<file path="config.mk">
export PLATFORM = sky130hd
export DESIGN_NAME = vdf_mul_cell
export DESIGN_NICKNAME = d
export VERILOG_FILES = /design/src/sv/vdf_pkg.sv /design/src/sv/vdf_mul_cell.sv
export SDC_FILE = /design/constraint.sdc
export NUM_CORES = 2
export LEC_CHECK = 0
export BUFFER_PORTS_ARGS = -buffer_cell sky130_fd_sc_hd__buf_2
export CAP_MARGIN = 10
export CORE_MARGIN = 4
export CORE_UTILIZATION = 34
export CTS_BUF_LIST = sky130_fd_sc_hd__clkbuf_4
export DETAILED_ROUTE_END_ITERATION = 8
export GPL_TIMING_DRIVEN = 0
export PLACE_DENSITY = 0.47
export SKIP_CTS_REPAIR_TIMING = 1
export SYNTH_ARGS = -nofsm -noshare
export SYNTH_HDL_FRONTEND = slang
export SYNTH_SLANG_ARGS = --single-unit
</file>
<file path="constraint.sdc">
create_clock -name clk_i -period 9.47 [get_ports clk_i]
set_input_delay 1.4205 -clock clk_i [delete_from_list [all_inputs] [get_ports clk_i]]
set_output_delay 1.4205 -clock clk_i [all_outputs]
set_load 0.03 [all_outputs]
</file>
<file path="src/sv/vdf_pkg.sv">
// Shared types, constants and the sine polynomial for the vortex deformation field unit.
// No dependencies; every other file takes names from here by scope.
package vdf_pkg;

  localparam int unsigned COORD_W   = 32;
  localparam int unsigned TIME_W    = 31;
  localparam int unsigned PHASE_W   = 31;
  localparam int unsigned MAG_W     = 31;
  localparam int unsigned RAD_W     = 66;
  localparam int unsigned REM_W     = 36;
  localparam int unsigned ROOT_W    = 33;
  localparam int unsigned SQRT_CELLS = 33;
  localparam int unsigned N_FAC     = 4;

  localparam logic [MAG_W-1:0]   TRIG_ONE = 31'h4000_0000;
  localparam logic [PHASE_W-1:0] QUARTER  = 31'h2000_0000;

  // Register indexes of the configuration port
  localparam logic [1:0] REG_DIMENSION = 2'd0;
  localparam logic [1:0] REG_KIND      = 2'd1;
  localparam logic [1:0] REG_REV_TIME  = 2'd2;
  localparam logic [1:0] REG_COS_RATE  = 2'd3;

  localparam logic [1:0] DIM_3D   = 2'd3;
  localparam logic [1:0] DIM_RST  = 2'd2;

  // Odd polynomial for sin(pi/2*u), Horner coefficients in Q1.30
  localparam logic [MAG_W-1:0] POLY_COEF [6] = '{
    31'd1686629713, 31'd693598668, 31'd85569306, 31'd5026995, 31'd172272, 31'd3864
  };

  // Sign and magnitude in Q1.30; neg is only ever set with a non-zero magnitude
  typedef struct packed {
    logic             neg;
    logic [MAG_W-1:0] mag;
  } trig_t;

  typedef trig_t [N_FAC-1:0] fac_vec_t;

  localparam trig_t TRIG_POS_ONE = '{neg: 1'b0, mag: TRIG_ONE};
  localparam trig_t TRIG_NEG_ONE = '{neg: 1'b1, mag: TRIG_ONE};

endpackage

</file>
<file path="src/sv/vdf_mul_cell.sv">
// Product cell: multiplies the running product by the head factor and hands the rest on.
// Depends on vdf_pkg for trig_t and fac_vec_t.
module vdf_mul_cell (
  input  logic                clk_i,
  input  logic                en_i,
  input  vdf_pkg::trig_t      acc_i,
  input  vdf_pkg::fac_vec_t   fac_i,
  output vdf_pkg::trig_t      acc_o,
  output vdf_pkg::fac_vec_t   fac_o
);

  logic [61:0]               prod;
  logic [vdf_pkg::MAG_W-1:0] p_mag;

  // Truncate the magnitude product, then apply the sign
  always_comb begin
    prod  = 62'(acc_i.mag) * 62'(fac_i[0].mag);
    p_mag = prod[60:30];
  end

  always_ff @(posedge clk_i) begin
    if (en_i) begin
      acc_o.mag <= p_mag;
      acc_o.neg <= (acc_i.neg ^ fac_i[0].neg) && (p_mag != '0);
      for (int k = 0; k < vdf_pkg::N_FAC - 1; k++) begin
        fac_o[k] <= fac_i[k+1];
      end
      fac_o[vdf_pkg::N_FAC-1] <= vdf_pkg::TRIG_POS_ONE;
    end
  end

endmodule

</file>
==> impl_metrics.env <==
export IMPL_synth_adder_area_share_pct=56.0
export IMPL_synth_async_sr_flop_share_pct=0
export IMPL_synth_top_family_by_area="adder cells"
export IMPL_worst_slack_ps=130
export IMPL_clkSlewWorstSetupHoldPaths_ps=120
export IMPL_synth_top_cell_area_share_pct=47.3
export IMPL_yosys_area_top_type="fa_1"
export IMPL_rsz0062_at_grt="false"
export IMPL_clock_path_buffers=2
export IMPL_vias=26809
export IMPL_cp_startpoint="fac_i[4]"
export IMPL_cts_inserted_buffers=17
export IMPL_slowest_delay_ps=610
export IMPL_wire_per_inst_um=26.0
export IMPL_hold_viol_final=0
export IMPL_drtPass1Iterations=7
export IMPL_grt_pass1_wl_um=201000
export IMPL_cp_slowest_cell="fa_1"
export IMPL_cts_tree="yes"
export IMPL_coreArea_mm2=0.102
export IMPL_clock_root_buffer="clkbuf_4"
export IMPL_cp_data_arrival_time_ps=9600
export IMPL_synthCells=3655
export IMPL_synthMuxAreaShare_pct=0.117
export IMPL_crit_required_ps=9730
export IMPL_synthSimpleGateAreaFrac_pct=16.7
export IMPL_crit_top_cell="fa_1"
export IMPL_yosys_warnings=0
export IMPL_startpoint_type="input pin"
export IMPL_ff_latch_area_mm2=0.00384
export IMPL_grt_overflow_total=0
export IMPL_maxSlewHeadroom_pct=24.3
export IMPL_drv_cap=0
export IMPL_avgViaCountPerCell=4.98
export IMPL_synthXorXnorAreaFrac_pct=0.917
export IMPL_ys_seq_area_share_pct=10.9
export IMPL_end_kind="flip-flop"
export IMPL_hpwl_um=116000
export IMPL_worst_slew_pin_slew_ps=1110
export IMPL_gp_congestion=0.973
export IMPL_synth_compound_area_share_pct=3.91
export IMPL_grt_max_degree=101
export IMPL_min_period_ps=9340
export IMPL_row_count=117
export IMPL_synth_cell_types=69
export IMPL_antenna_found_initial=29
export IMPL_ios=322
export IMPL_critical_path_top_delay_family="adder cells"
export IMPL_die_w_um=330
export IMPL_grtUsageTotal_pct=26.1
export IMPL_ys_top_cells_by_area="fa_1 (47%), edfxtp_1 (11%), and2_1 (9.3%), ha_1 (8.7%), inv_1 (8.4%)"
export IMPL_area_growth_pct=11.0
export IMPL_die_h_um=330
export IMPL_pre_cts_slack_ps=-1510
export IMPL_hold_path_class="in -> reg"
export IMPL_initial_core_util_pct=34.5
export IMPL_fin_crit_sh_pct=98.6
export IMPL_die_area_mm2=0.109
export IMPL_grt_util_met2_pct=42.4
export IMPL_syn_area_mm2=0.0353
export IMPL_drive_gt1_share_pct=13.3
export IMPL_finalSetupViolations=0
export IMPL_nets=5235
export IMPL_status="completed"
export IMPL_drtAntennaViolNets=0
export IMPL_critPathMaxFanout=10
export IMPL_use_met3_pct=4.48
export IMPL_multi_input_area_mm2=0.0276
export IMPL_cts_num_sinks=128
export IMPL_fillers=10682
export IMPL_synth_edff_count=128
export IMPL_grt_pass1_vias=28802
export IMPL_synth_seq_cells=128
export IMPL_grt_util_met1_pct=34.5
export IMPL_wirelength_um=140000
export IMPL_port_buffers=289
export IMPL_crit_buf_inv=6
export IMPL_synth_flop_cell="edfxtp_1"
export IMPL_fmax_ghz=0.107
export IMPL_grt_busiest_layer="met2"
export IMPL_avgSynthCellArea_um2=9.67
export IMPL_worstSetupPathType="in -> reg"
export IMPL_ctsHtreeMaxLevel=4
export IMPL_drtIter0Drc=2144
export IMPL_hold_start="fac_i[49]"
export IMPL_drv_slew=0
export IMPL_drc=0
kinds of logic after synthesis:
group,count (synthesis)
buf+inv,1033
fa+ha+maj,1081
simple gates,1155
flops,128
compound gates,215
other cells,2
xor+xnor,37
mux,4
final timing paths:
check | endpoint | slack, ps | depth (start not counted)
min | fac_o[17] | 1060 | 1
max | acc_o[31] | 130 | 26
cell type report:
| type | count | share of cell area [%] |
|---|---|---|
| diodes | 8 | 0.0510 |
| repair buffers | 291 | 3.81 |
| clock inverters | 13 | 0.431 |
| well taps | 1368 | 4.36 |
| multi-input cells | 2524 | 70.4 |
| flip-flops and latches | 128 | 9.80 |
| inverters | 790 | 7.56 |
| clock buffers | 19 | 0.364 |
| plain buffers | 240 | 3.26 |
layout by cell type, fill, tap and decap left out, types with 6 or more instances in the layout:
cell	instances
inv_1	790
buf_4	32
a21o_1	20
xor2_1	12
o21bai_1	9
fa_1	835
ha_1	245
diode_2	8
nor3_1	18
a21oi_1	73
buf_2	296
o21a_1	6
clkbuf_4	24
o21ai_0	38
a31oi_1	9
xnor2_1	25
edfxtp_1	128
o211ai_1	7
clkbuf_1	52
nand3_1	17
conb_1	32
a211oi_1	6
and2_1	526
nor2_1	42
clkbuf_2	138
nand2_1	494
nand4_1	21
synth_stat cells, types with 18 or more instances:
cell	number
and2_1	526
nor2_1	43
ha_1	246
buf_4	32
a21o_1	20
nor3_1	18
edfxtp_1	128
inv_1	790
clkbuf_1	203
fa_1	835
nand4_1	21
o21ai_0	41
xnor2_1	25
nand2_1	494
a21oi_1	74
layer usage:
metal  up-vias  wire, µm
met2      1074     65000
met4         0      7440
met1     14002     56600
met5         -         0
li1      11471         -
met3       262     10700
sequential cells by signal, summed over array words and instances (netlist names):
name	count
acc_o	32
fac_o	96
through the flow:
step / hold slack (ps) / util [%] / area, µm² / std cells / setup TNS (ps)
floorplan: 1520 / - / 35400 / 3685 / 0
global placement: 1600 / 37.7 / 38600 / 5342 / -7320
detailed placement: 1600 / 37.7 / 38600 / 5343 / -7340
CTS: 985 / 38.0 / 39000 / 5375 / -937
global route: 961 / 38.3 / 39200 / 5373 / 0
finish: 1060 / 38.3 / 39200 / 5381 / 0
Power is left out: the tool's default activity adds up to more than one toggle a clock period on the data nets, which glitch-free logic cannot reach.
