[src/sv/vdf_pkg.sv]
// Shared types, constants and the sine polynomial for the vortex deformation field unit.
// No dependencies; every other file takes names from here by scope.
package vdf_pkg;

  localparam int unsigned COORD_W   = 32;
  localparam int unsigned TIME_W    = 31;
  localparam int unsigned PHASE_W   = 31;
  localparam int unsigned MAG_W     = 31;
  localparam int unsigned RAD_W     = 66;
  localparam int unsigned REM_W     = 36;
  localparam int unsigned ROOT_W    = 33;
  localparam int unsigned SQRT_CELLS = 33;
  localparam int unsigned N_FAC     = 4;

  localparam logic [MAG_W-1:0]   TRIG_ONE = 31'h4000_0000;
  localparam logic [PHASE_W-1:0] QUARTER  = 31'h2000_0000;

  // Register indexes of the configuration port
  localparam logic [1:0] REG_DIMENSION = 2'd0;
  localparam logic [1:0] REG_KIND      = 2'd1;
  localparam logic [1:0] REG_REV_TIME  = 2'd2;
  localparam logic [1:0] REG_COS_RATE  = 2'd3;

  localparam logic [1:0] DIM_3D   = 2'd3;
  localparam logic [1:0] DIM_RST  = 2'd2;

  // Odd polynomial for sin(pi/2*u), Horner coefficients in Q1.30
  localparam logic [MAG_W-1:0] POLY_COEF [6] = '{
    31'd1686629713, 31'd693598668, 31'd85569306, 31'd5026995, 31'd172272, 31'd3864
  };

  // Sign and magnitude in Q1.30; neg is only ever set with a non-zero magnitude
  typedef struct packed {
    logic             neg;
    logic [MAG_W-1:0] mag;
  } trig_t;

  typedef trig_t [N_FAC-1:0] fac_vec_t;

  localparam trig_t TRIG_POS_ONE = '{neg: 1'b0, mag: TRIG_ONE};
  localparam trig_t TRIG_NEG_ONE = '{neg: 1'b1, mag: TRIG_ONE};

endpackage

[src/sv/vdf_sqrt_cell.sv]
// Square root cell: settles one root bit from the next two radicand bits.
// Depends on vdf_pkg for the radicand, remainder and root widths.
module vdf_sqrt_cell (
  input  logic                         clk_i,
  input  logic                         en_i,
  input  logic [vdf_pkg::RAD_W-1:0]    rad_i,
  input  logic [vdf_pkg::REM_W-1:0]    rem_i,
  input  logic [vdf_pkg::ROOT_W-1:0]   root_i,
  output logic [vdf_pkg::RAD_W-1:0]    rad_o,
  output logic [vdf_pkg::REM_W-1:0]    rem_o,
  output logic [vdf_pkg::ROOT_W-1:0]   root_o
);

  logic [vdf_pkg::REM_W+1:0] cur;
  logic [vdf_pkg::REM_W+1:0] trial;
  logic                      take;

  // Trial subtract of 4*root+1
  always_comb begin
    cur   = {rem_i, rad_i[vdf_pkg::RAD_W-1 -: 2]};
    trial = (vdf_pkg::REM_W+2)'({root_i, 2'b01});
    take  = cur >= trial;
  end

  always_ff @(posedge clk_i) begin
    if (en_i) begin
      rad_o  <= {rad_i[vdf_pkg::RAD_W-3:0], 2'b00};
      rem_o  <= take ? vdf_pkg::REM_W'(cur - trial) : vdf_pkg::REM_W'(cur);
      root_o <= {root_i[vdf_pkg::ROOT_W-2:0], take};
    end
  end

endmodule

[config.mk]
export PLATFORM = sky130hd
export DESIGN_NAME = vdf_sqrt_cell
export DESIGN_NICKNAME = d
export VERILOG_FILES = /design/src/sv/vdf_pkg.sv /design/src/sv/vdf_sqrt_cell.sv
export SDC_FILE = /design/constraint.sdc
export NUM_CORES = 1
export LEC_CHECK = 0
export ABC_AREA = 0
export BUFFER_PORTS_ARGS = -buffer_cell sky130_fd_sc_hd__buf_2
export CORE_AREA = 3 3 127 129
export CTS_CLUSTER_DIAMETER = 200
export DETAILED_ROUTE_END_ITERATION = 7
export DIE_AREA = 0 0 130 132
export GPL_TIMING_DRIVEN = 0
export PLACE_DENSITY = 0.76
export SKIP_CTS_REPAIR_TIMING = 1
export SLEW_MARGIN = 20
export SYNTH_ARGS = -nofsm -noshare
export SYNTH_HDL_FRONTEND = slang
export SYNTH_SLANG_ARGS = --single-unit
[constraint.sdc]
create_clock -name clk_i -period 2.63 [get_ports clk_i]
set_input_delay 0 -clock clk_i [delete_from_list [all_inputs] [get_ports clk_i]]
set_output_delay 0 -clock clk_i [all_outputs]
set_load 0.005 [all_outputs]
==> results of run 1 <==
==> state kept, by name (all words and copies together), names as in the netlist <==
name	flops
rem_o	36
root_o	33
rad_o	64
==> logic make-up after synthesis <==
group,after synthesis,synth area share
other cells,1,0.000564
xor+xnor,33,0.0435
mux,33,0.0704
buf+inv,55,0.0363
fa+ha+maj,35,0.0659
simple gates,97,0.0761
flops,133,0.601
compound gates,108,0.106
==> synth_stat cells (2+ instances only) <==
| cell | instances |
|---|---|
| edfxtp_1 | 133 |
| inv_1 | 44 |
| ha_1 | 35 |
| a21oi_1 | 29 |
| mux2_4 | 26 |
| nand2_1 | 26 |
| xnor2_1 | 25 |
| o21ai_0 | 19 |
| a21o_1 | 14 |
| nor2_1 | 14 |
| nand3_1 | 9 |
| o21a_1 | 8 |
| xor2_1 | 8 |
| and3_1 | 7 |
| nor3_1 | 7 |
| a211oi_1 | 6 |
| mux2_2 | 6 |
| a211o_1 | 5 |
| and2_1 | 5 |
| nand2b_1 | 5 |
| o21bai_1 | 5 |
| nand4_1 | 4 |
| o211ai_1 | 4 |
| or3_1 | 4 |
| a31oi_1 | 3 |
| buf_2 | 3 |
| buf_6 | 3 |
| nor2b_1 | 3 |
| o31ai_1 | 3 |
| or2_2 | 3 |
| or4_1 | 3 |
| a21boi_0 | 2 |
| a311oi_1 | 2 |
| and4_1 | 2 |
| buf_4 | 2 |
| clkbuf_1 | 2 |
| nor4_1 | 2 |
| o2111ai_1 | 2 |
==> layout make-up <==
type | count | area (sq um)
Timing Repair Buffer | 403 | 2700
Fill cell | 1043 | 4920
Clock buffer | 18 | 429
Buffer | 11 | 76.3
Inverter | 44 | 165
Multi-Input combinational cell | 308 | 2450
Clock inverter | 14 | 168
Antenna cell | 1 | 2.50
Sequential cell | 133 | 3990
Tap cell | 188 | 235
==> per-layer routing <==
metal	up-vias	GRT usage	part of all wire
li1	2712	-	-
met1	2684	0.218	0.38
met2	266	0.344	0.52
met3	52	0.0571	0.068
met4	0	0.0826	0.032
met5	-	0	0
==> worst min path at each step <==
stage,to,slack (ns),cells past startpoint
after floorplan,rad_o[10],0.1,0
after global placement,rad_o[36],0.18,1
after detailed placement,rad_o[12],0.18,1
after CTS,rad_o[51],-0.26,1
after global routing,rem_o[1],0.008,3
final,rem_o[1],-0.003,3
==> report_power, final <==
part           total [mW]  internal [mW]  leakage [nW]  switching, mW
registers            2.66           2.61          1.30         0.0572
clock network        2.42           1.43         0.286          0.993
logic                1.38          0.732          3.05          0.644
==> worst max-delay path: stages <==
cell and delay [ns]:
buf_2 0.09, inv_1 0.04, ha_1 0.26, buf_2 0.17
a21oi_1 0.23, o21ai_0 0.20, a211oi_2 0.30, o21bai_1 0.15
o21a_1 0.24, nor4b_4 0.39, nor2_4 0.12, buf_6 0.20
mux2_4 0.31
==> metrics.md, run 1 <==
| Metric | Value |
|---|---|
| Status | finished with violations |
| Failing checks | negative hold slack |
| Max Freq | 394 MHz |
| Clock Path Buffers | 2 |
| Area Overhead vs Synth | 53.9% |
| Vias in the first global route | 4945 |
| WP data arrival | between 2 and 3 ns |
| Die area | 17200 sq um |
| Final TNS setup | 0 ns |
| Peak supply drop | roughly 0.4 mV |
| Nets | approximately 1100 |
| Fin crit share | 0.966 |
| Worst hold slack | -0.00279 ns |
| Seq/Total Area, Yosys | 0.601 |
| Class of the worst hold path | primary input to register |
| Commonest non-fill, non-tap cell in the layout | buf_2 |
| Asr flop ratio synth | 0 |
| CTS H-tree lvls | 4 |
| Pin count of the biggest net entering global routing | 80 |
| Port bufs | 269 |
| Power per cell area | approximately 630 nW/um^2 |
| Die width | about 130 um |
| Detail-routed via count per cell | between 5 and 6 |
| Dpl cells | ~950 |
| Site Rows | 45 |
| Hold path startpoint | rad_i[65] |
| Routed Antenna Nets | 0 |
| DRC | 0 |
| First drt pass iteration count | 4 |
| CTS Root Buffer Type | clkbuf_16 |
| Syn Inst Count | about 500 |
| Placer's final routability congestion estimate | ~0.88 |
| Crit end category | register |
| Num CTS Buffers | 17 |
| Max_cap viols | 0 |
| First-pass GRT wire length | 25900 um |
| Hold Violations, Final | 1 |
| Post-Layout Cell Count | around 1100 |
| Wirelength, routed | about 21000 um |
| CTS tree | done |
| All-layer global routing usage | 0.195 |
| Vias | between 5000 and 6000 |
| Post-layout util | 0.675 |
| Prevailing post-synth register cell | edfxtp_1 |
| Post-synth top area share | 0.601 |
| Total gr overflow | 0 |
| Most frequent cells in the layout | buf_2 (271), edfxtp_1 (133), dlygate4sd3_1 (129) |
| Number of clock sinks | around 130 |
| Hpwl dp | around 13000 um |
| Setup violators final | 0 |
| Worst Max-Slew Pin Slew | 0.519 ns |
| Post-route cell area | between 10000 and 15000 sq um |
| Syn. warnings | 0 |
| Reg clk slew, reported paths | 0.06 ns |
| Starting Density | 0.439 |
| CP startpoint | root_i[9] |
| Antenna violations before repair | 1 |
| Setup crit start kind | primary input |
| Lkg Pwr | about 4.6 nW |
| Crit path required time | about 2.8 ns |
| I/O Pins | about 270 |
| Crit Path Max Fanout | 10 |
| DRT iter0 DRCs | about 380 |
| Slew Viols, Final | 0 |
| Pwr Total | 6.46 mW |
| Post-synth EDFFs | 133 |
| Worst slack at placement | -0.749 ns |
| Core area | 15100 sq um |
| Largest cells by area after synthesis | edfxtp_1 (60%), ha_1 (6.6%), mux2_4 (5.9%), xnor2_1 (3.3%), inv_1 (2.5%) |
| Post-Syn Area | between 6000 and 7000 sq um |
| Setup Crit Path Kind | primary input to register |
| Post-synth top area cell | edfxtp_1 |
| Syn avg cell area | roughly 13 sq um |
| Crit path time final | between 2 and 3 ns |
| Placed inst area | 8260 sq um |
| Crit path to | rem_o[21] |
| Die height | about 130 um |
| Flops & latches, synth | about 130 |
| Layout cells sized above 1 | 0.383 |
| Max-slew headroom | 0.650 |
| WL/cell | 18.3 um |
| Worst setup margin | around 0.090 ns |
| Synth cell types | 50 |
No activity file was read; power rests on OpenSTA's default activity.
==> run 2, diff against run 1 <==
--- a/config.mk
+++ b/config.mk
@@ -13,6 +13,7 @@
 export DIE_AREA = 0 0 130 132
 export GPL_TIMING_DRIVEN = 0
 export PLACE_DENSITY = 0.76
+export SETUP_SLACK_MARGIN = 0.5
 export SKIP_CTS_REPAIR_TIMING = 1
 export SLEW_MARGIN = 20
 export SYNTH_ARGS = -nofsm -noshare
==> run 2 against run 1 <==
The run still ends with negative hold slack left. First-iteration DRC count is 14% higher. Setup slack better by 0.17 ns. Sequential cell count stayed put. Hold slack worse by 0.063 ns. Critical path depth is 2 lower. Sequential share of layout area is 1.7 points lower. Sequential power hardly changed. Non-clock buffer count is 6 higher. Via count is 1.3% higher. Die area stayed put. Maximum frequency is 7.0% higher. Final cell count is 0.45% higher. Critical path type unchanged. Largest cell class unchanged. Largest power group unchanged. Highest routed layer unchanged.
==> metrics.md, run 2 (same netlist as run 1, synthesis figures left out) <==
| Metric | Value |
|---|---|
| Nets | 1096 (+0.55%) |
| Largest register FFs | 64 (unchanged) |
| Worst Max-Slew Pin Slew | 0.618 ns (+0.0985 ns) |
| Number of clock sinks | 133 (unchanged) |
| Crit end category | register |
| Commonest non-fill, non-tap cell in the layout | buf_2 |
| Pin count of the biggest net entering global routing | 77 (-3.8%) |
| Setup crit start kind | primary input |
| Post-route cell area | 10700 sq um (+4.6%) |
| I/O Pins | 272 (unchanged) |
| Area Overhead vs Synth | 60.9% |
| Max_cap viols | 0 (unchanged) |
| Crit path required time | 2.80 ns (about the same) |
| Total gr overflow | 0 (unchanged) |
| Clock Path Buffers | 2 (unchanged) |
| Site Rows | 45 (unchanged) |
| Fin crit share | 0.903 (-0.0630) |
| Most flops, register | rad_o |
| Placer's final routability congestion estimate | 0.872 (-1.2%) |
| Pint | 4.84 mW (+1.6%) |
| First drt pass iteration count | 5 (+1) |
| Status | finished with violations |
| Core area | 15100 sq um (unchanged) |
| Slew Viols, Final | 0 (unchanged) |
| Most frequent cells in the layout | buf_2 (267), edfxtp_1 (133), dlygate4sd3_1 (129) |
| Reg clk slew, reported paths | 0.06 ns (about the same) |
| Crit Path Max Fanout | 6 (-4) |
| Pwr Total | 6.60 mW (+2.1%) |
| Setup violators final | 0 (unchanged) |
| Max Freq | 421 MHz (+7.0%) |
| Crit path time final | 2.37 ns (-0.166 ns) |
| Lkg Pwr | 4.74 nW (+2.1%) |
| Vias | 5786 (+1.3%) |
| Die height | 132 um (unchanged) |
| Dpl cells | 954 (unchanged) |
| DRC | 0 (unchanged) |
| Starting Density | 0.439 (unchanged) |
| Largest registers | rad_o x64, rem_o x36, root_o x33 |
| Class of the worst hold path | primary input to register |
| WP data arrival | 2.55 ns (-0.15 ns) |
| Setup Crit Path Kind | primary input to register |
| Sw Pwr | 1.75 mW (+3.5%) |
| Post-Layout Cell Count | 1125 (+0.45%) |
| Die width | 130 um (unchanged) |
| Failing checks | negative hold slack |
| Switching part of the total | 0.266 (+0.00361) |
| Clk network pwr share | 0.367 (-0.008) |
| Unrepaired setup endpoints after global routing | yes |
| Detail-routed via count per cell | 5.14 (+0.81%) |
| First-pass GRT wire length | 26500 um (+2.6%) |
| Multi-input logic area | 2770 sq um (+13%) |
| Vias in the first global route | 5052 (+2.2%) |
| Power per cell area | 617 nW/um^2 (-2.4%) |
| Sequential share of power | 0.404 (-0.008) |
| Hold Violations, Final | 1 (unchanged) |
| Antenna violations before repair | 0 (-1) |
| CTS tree | done |
| Hpwl dp | 13500 um (+0.77%) |
| Wirelength, routed | 21500 um (+4.6%) |
| Routed Antenna Nets | 0 (unchanged) |
| CTS H-tree lvls | 4 (unchanged) |
| Peak supply drop | 0.398 mV (-3.3%) |
| Placed inst area | 8470 sq um (+2.5%) |
| Port bufs | 269 (unchanged) |
| WL/cell | 19.1 um (+4.1%) |
| CTS Root Buffer Type | clkbuf_16 |
| All-layer global routing usage | 0.202 (+0.00651) |
| Logic gate share of total power | 0.228 (+0.015) |
| Layout cells sized above 1 | 0.439 (+0.0552) |
| Max-slew headroom | 0.584 (-0.0658) |
| Reg area | 3990 sq um (unchanged) |
| DRT iter0 DRCs | 430 (+14%) |
| Fill count | 999 (-4.2%) |
| Diode count | 0 (-1) |
| Die area | 17200 sq um (unchanged) |
| Num CTS Buffers | 17 (unchanged) |
| Worst hold slack | -0.0655 ns (-0.0627 ns) |
-- run 2: changes by cell type in the layout (fill, tap and decap cells not counted), moves of 3 or more --
cell / delta
a21oi_1: -5
a21oi_4: +4
buf_12: +4
buf_2: -4
ha_1: -18
ha_2: +6
ha_4: +12
inv_1: -9
inv_2: +8
nand2_1: -3
-- run 2: path summary, 6_finish.rpt --
path,slack (ns),start,end,cells past startpoint
max,0.26,root_i[8],rem_o[33],11
min,-0.07,rem_i[3],rem_o[5],2
-- run 2: stage by stage --
step / hold WS [ns] / setup slack (ns) / TNS, ns / util
3_5_place_dp: 0.178 / -0.276 / -7.58 / 0.559
3_3_place_gp: 0.177 / -0.254 / -6.84 / 0.557
2_1_floorplan: 0.0989 / 0.306 / 0 / -
6_report: -0.0655 / 0.256 / 0 / 0.706
5_1_grt: -0.0728 / 0.208 / 0 / 0.706
4_1_cts: -0.266 / 0.149 / 0 / 0.599
-- run 2: final cells by class --
type	instances	share of cell area
buffer	11	0.0116
clock buffer	17	0.0398
clock inverter	15	0.0158
inverter	44	0.0157
multi-input combinational	308	0.259
sequential	133	0.374
tap	188	0.0220
timing repair buffer	409	0.263
-- run 2: worst max-delay path: stages --
cell	delay (ns)
buf_2	0.09
inv_1	0.04
ha_1	0.39
nand3_1	0.21
or4_1	0.50
a211o_1	0.29
nand3_4	0.16
a31oi_2	0.16
a211oi_2	0.32
xor2_1	0.12
mux2_4	0.27
-- run 2: routing by layer --
layer / up-vias / global-route usage / part of all wire
met1: 2760 / 0.233 / 0.38
li1: 2722 / - / -
met2: 257 / 0.345 / 0.52
met3: 47 / 0.0660 / 0.065
met5: - / 0 / 0
met4: 0 / 0.0785 / 0.029
-- run 2: power groups by stage --
stage / Sequential, mW / Clock [mW] / Combinational, mW
floorplan: 2.74 / 0 / 0.670
global placement: 2.70 / 0 / 1.21
detailed placement: 2.70 / 0 / 1.24
CTS: 2.66 / 2.44 / 1.24
global route: 2.69 / 2.55 / 1.63
finish: 2.67 / 2.42 / 1.51
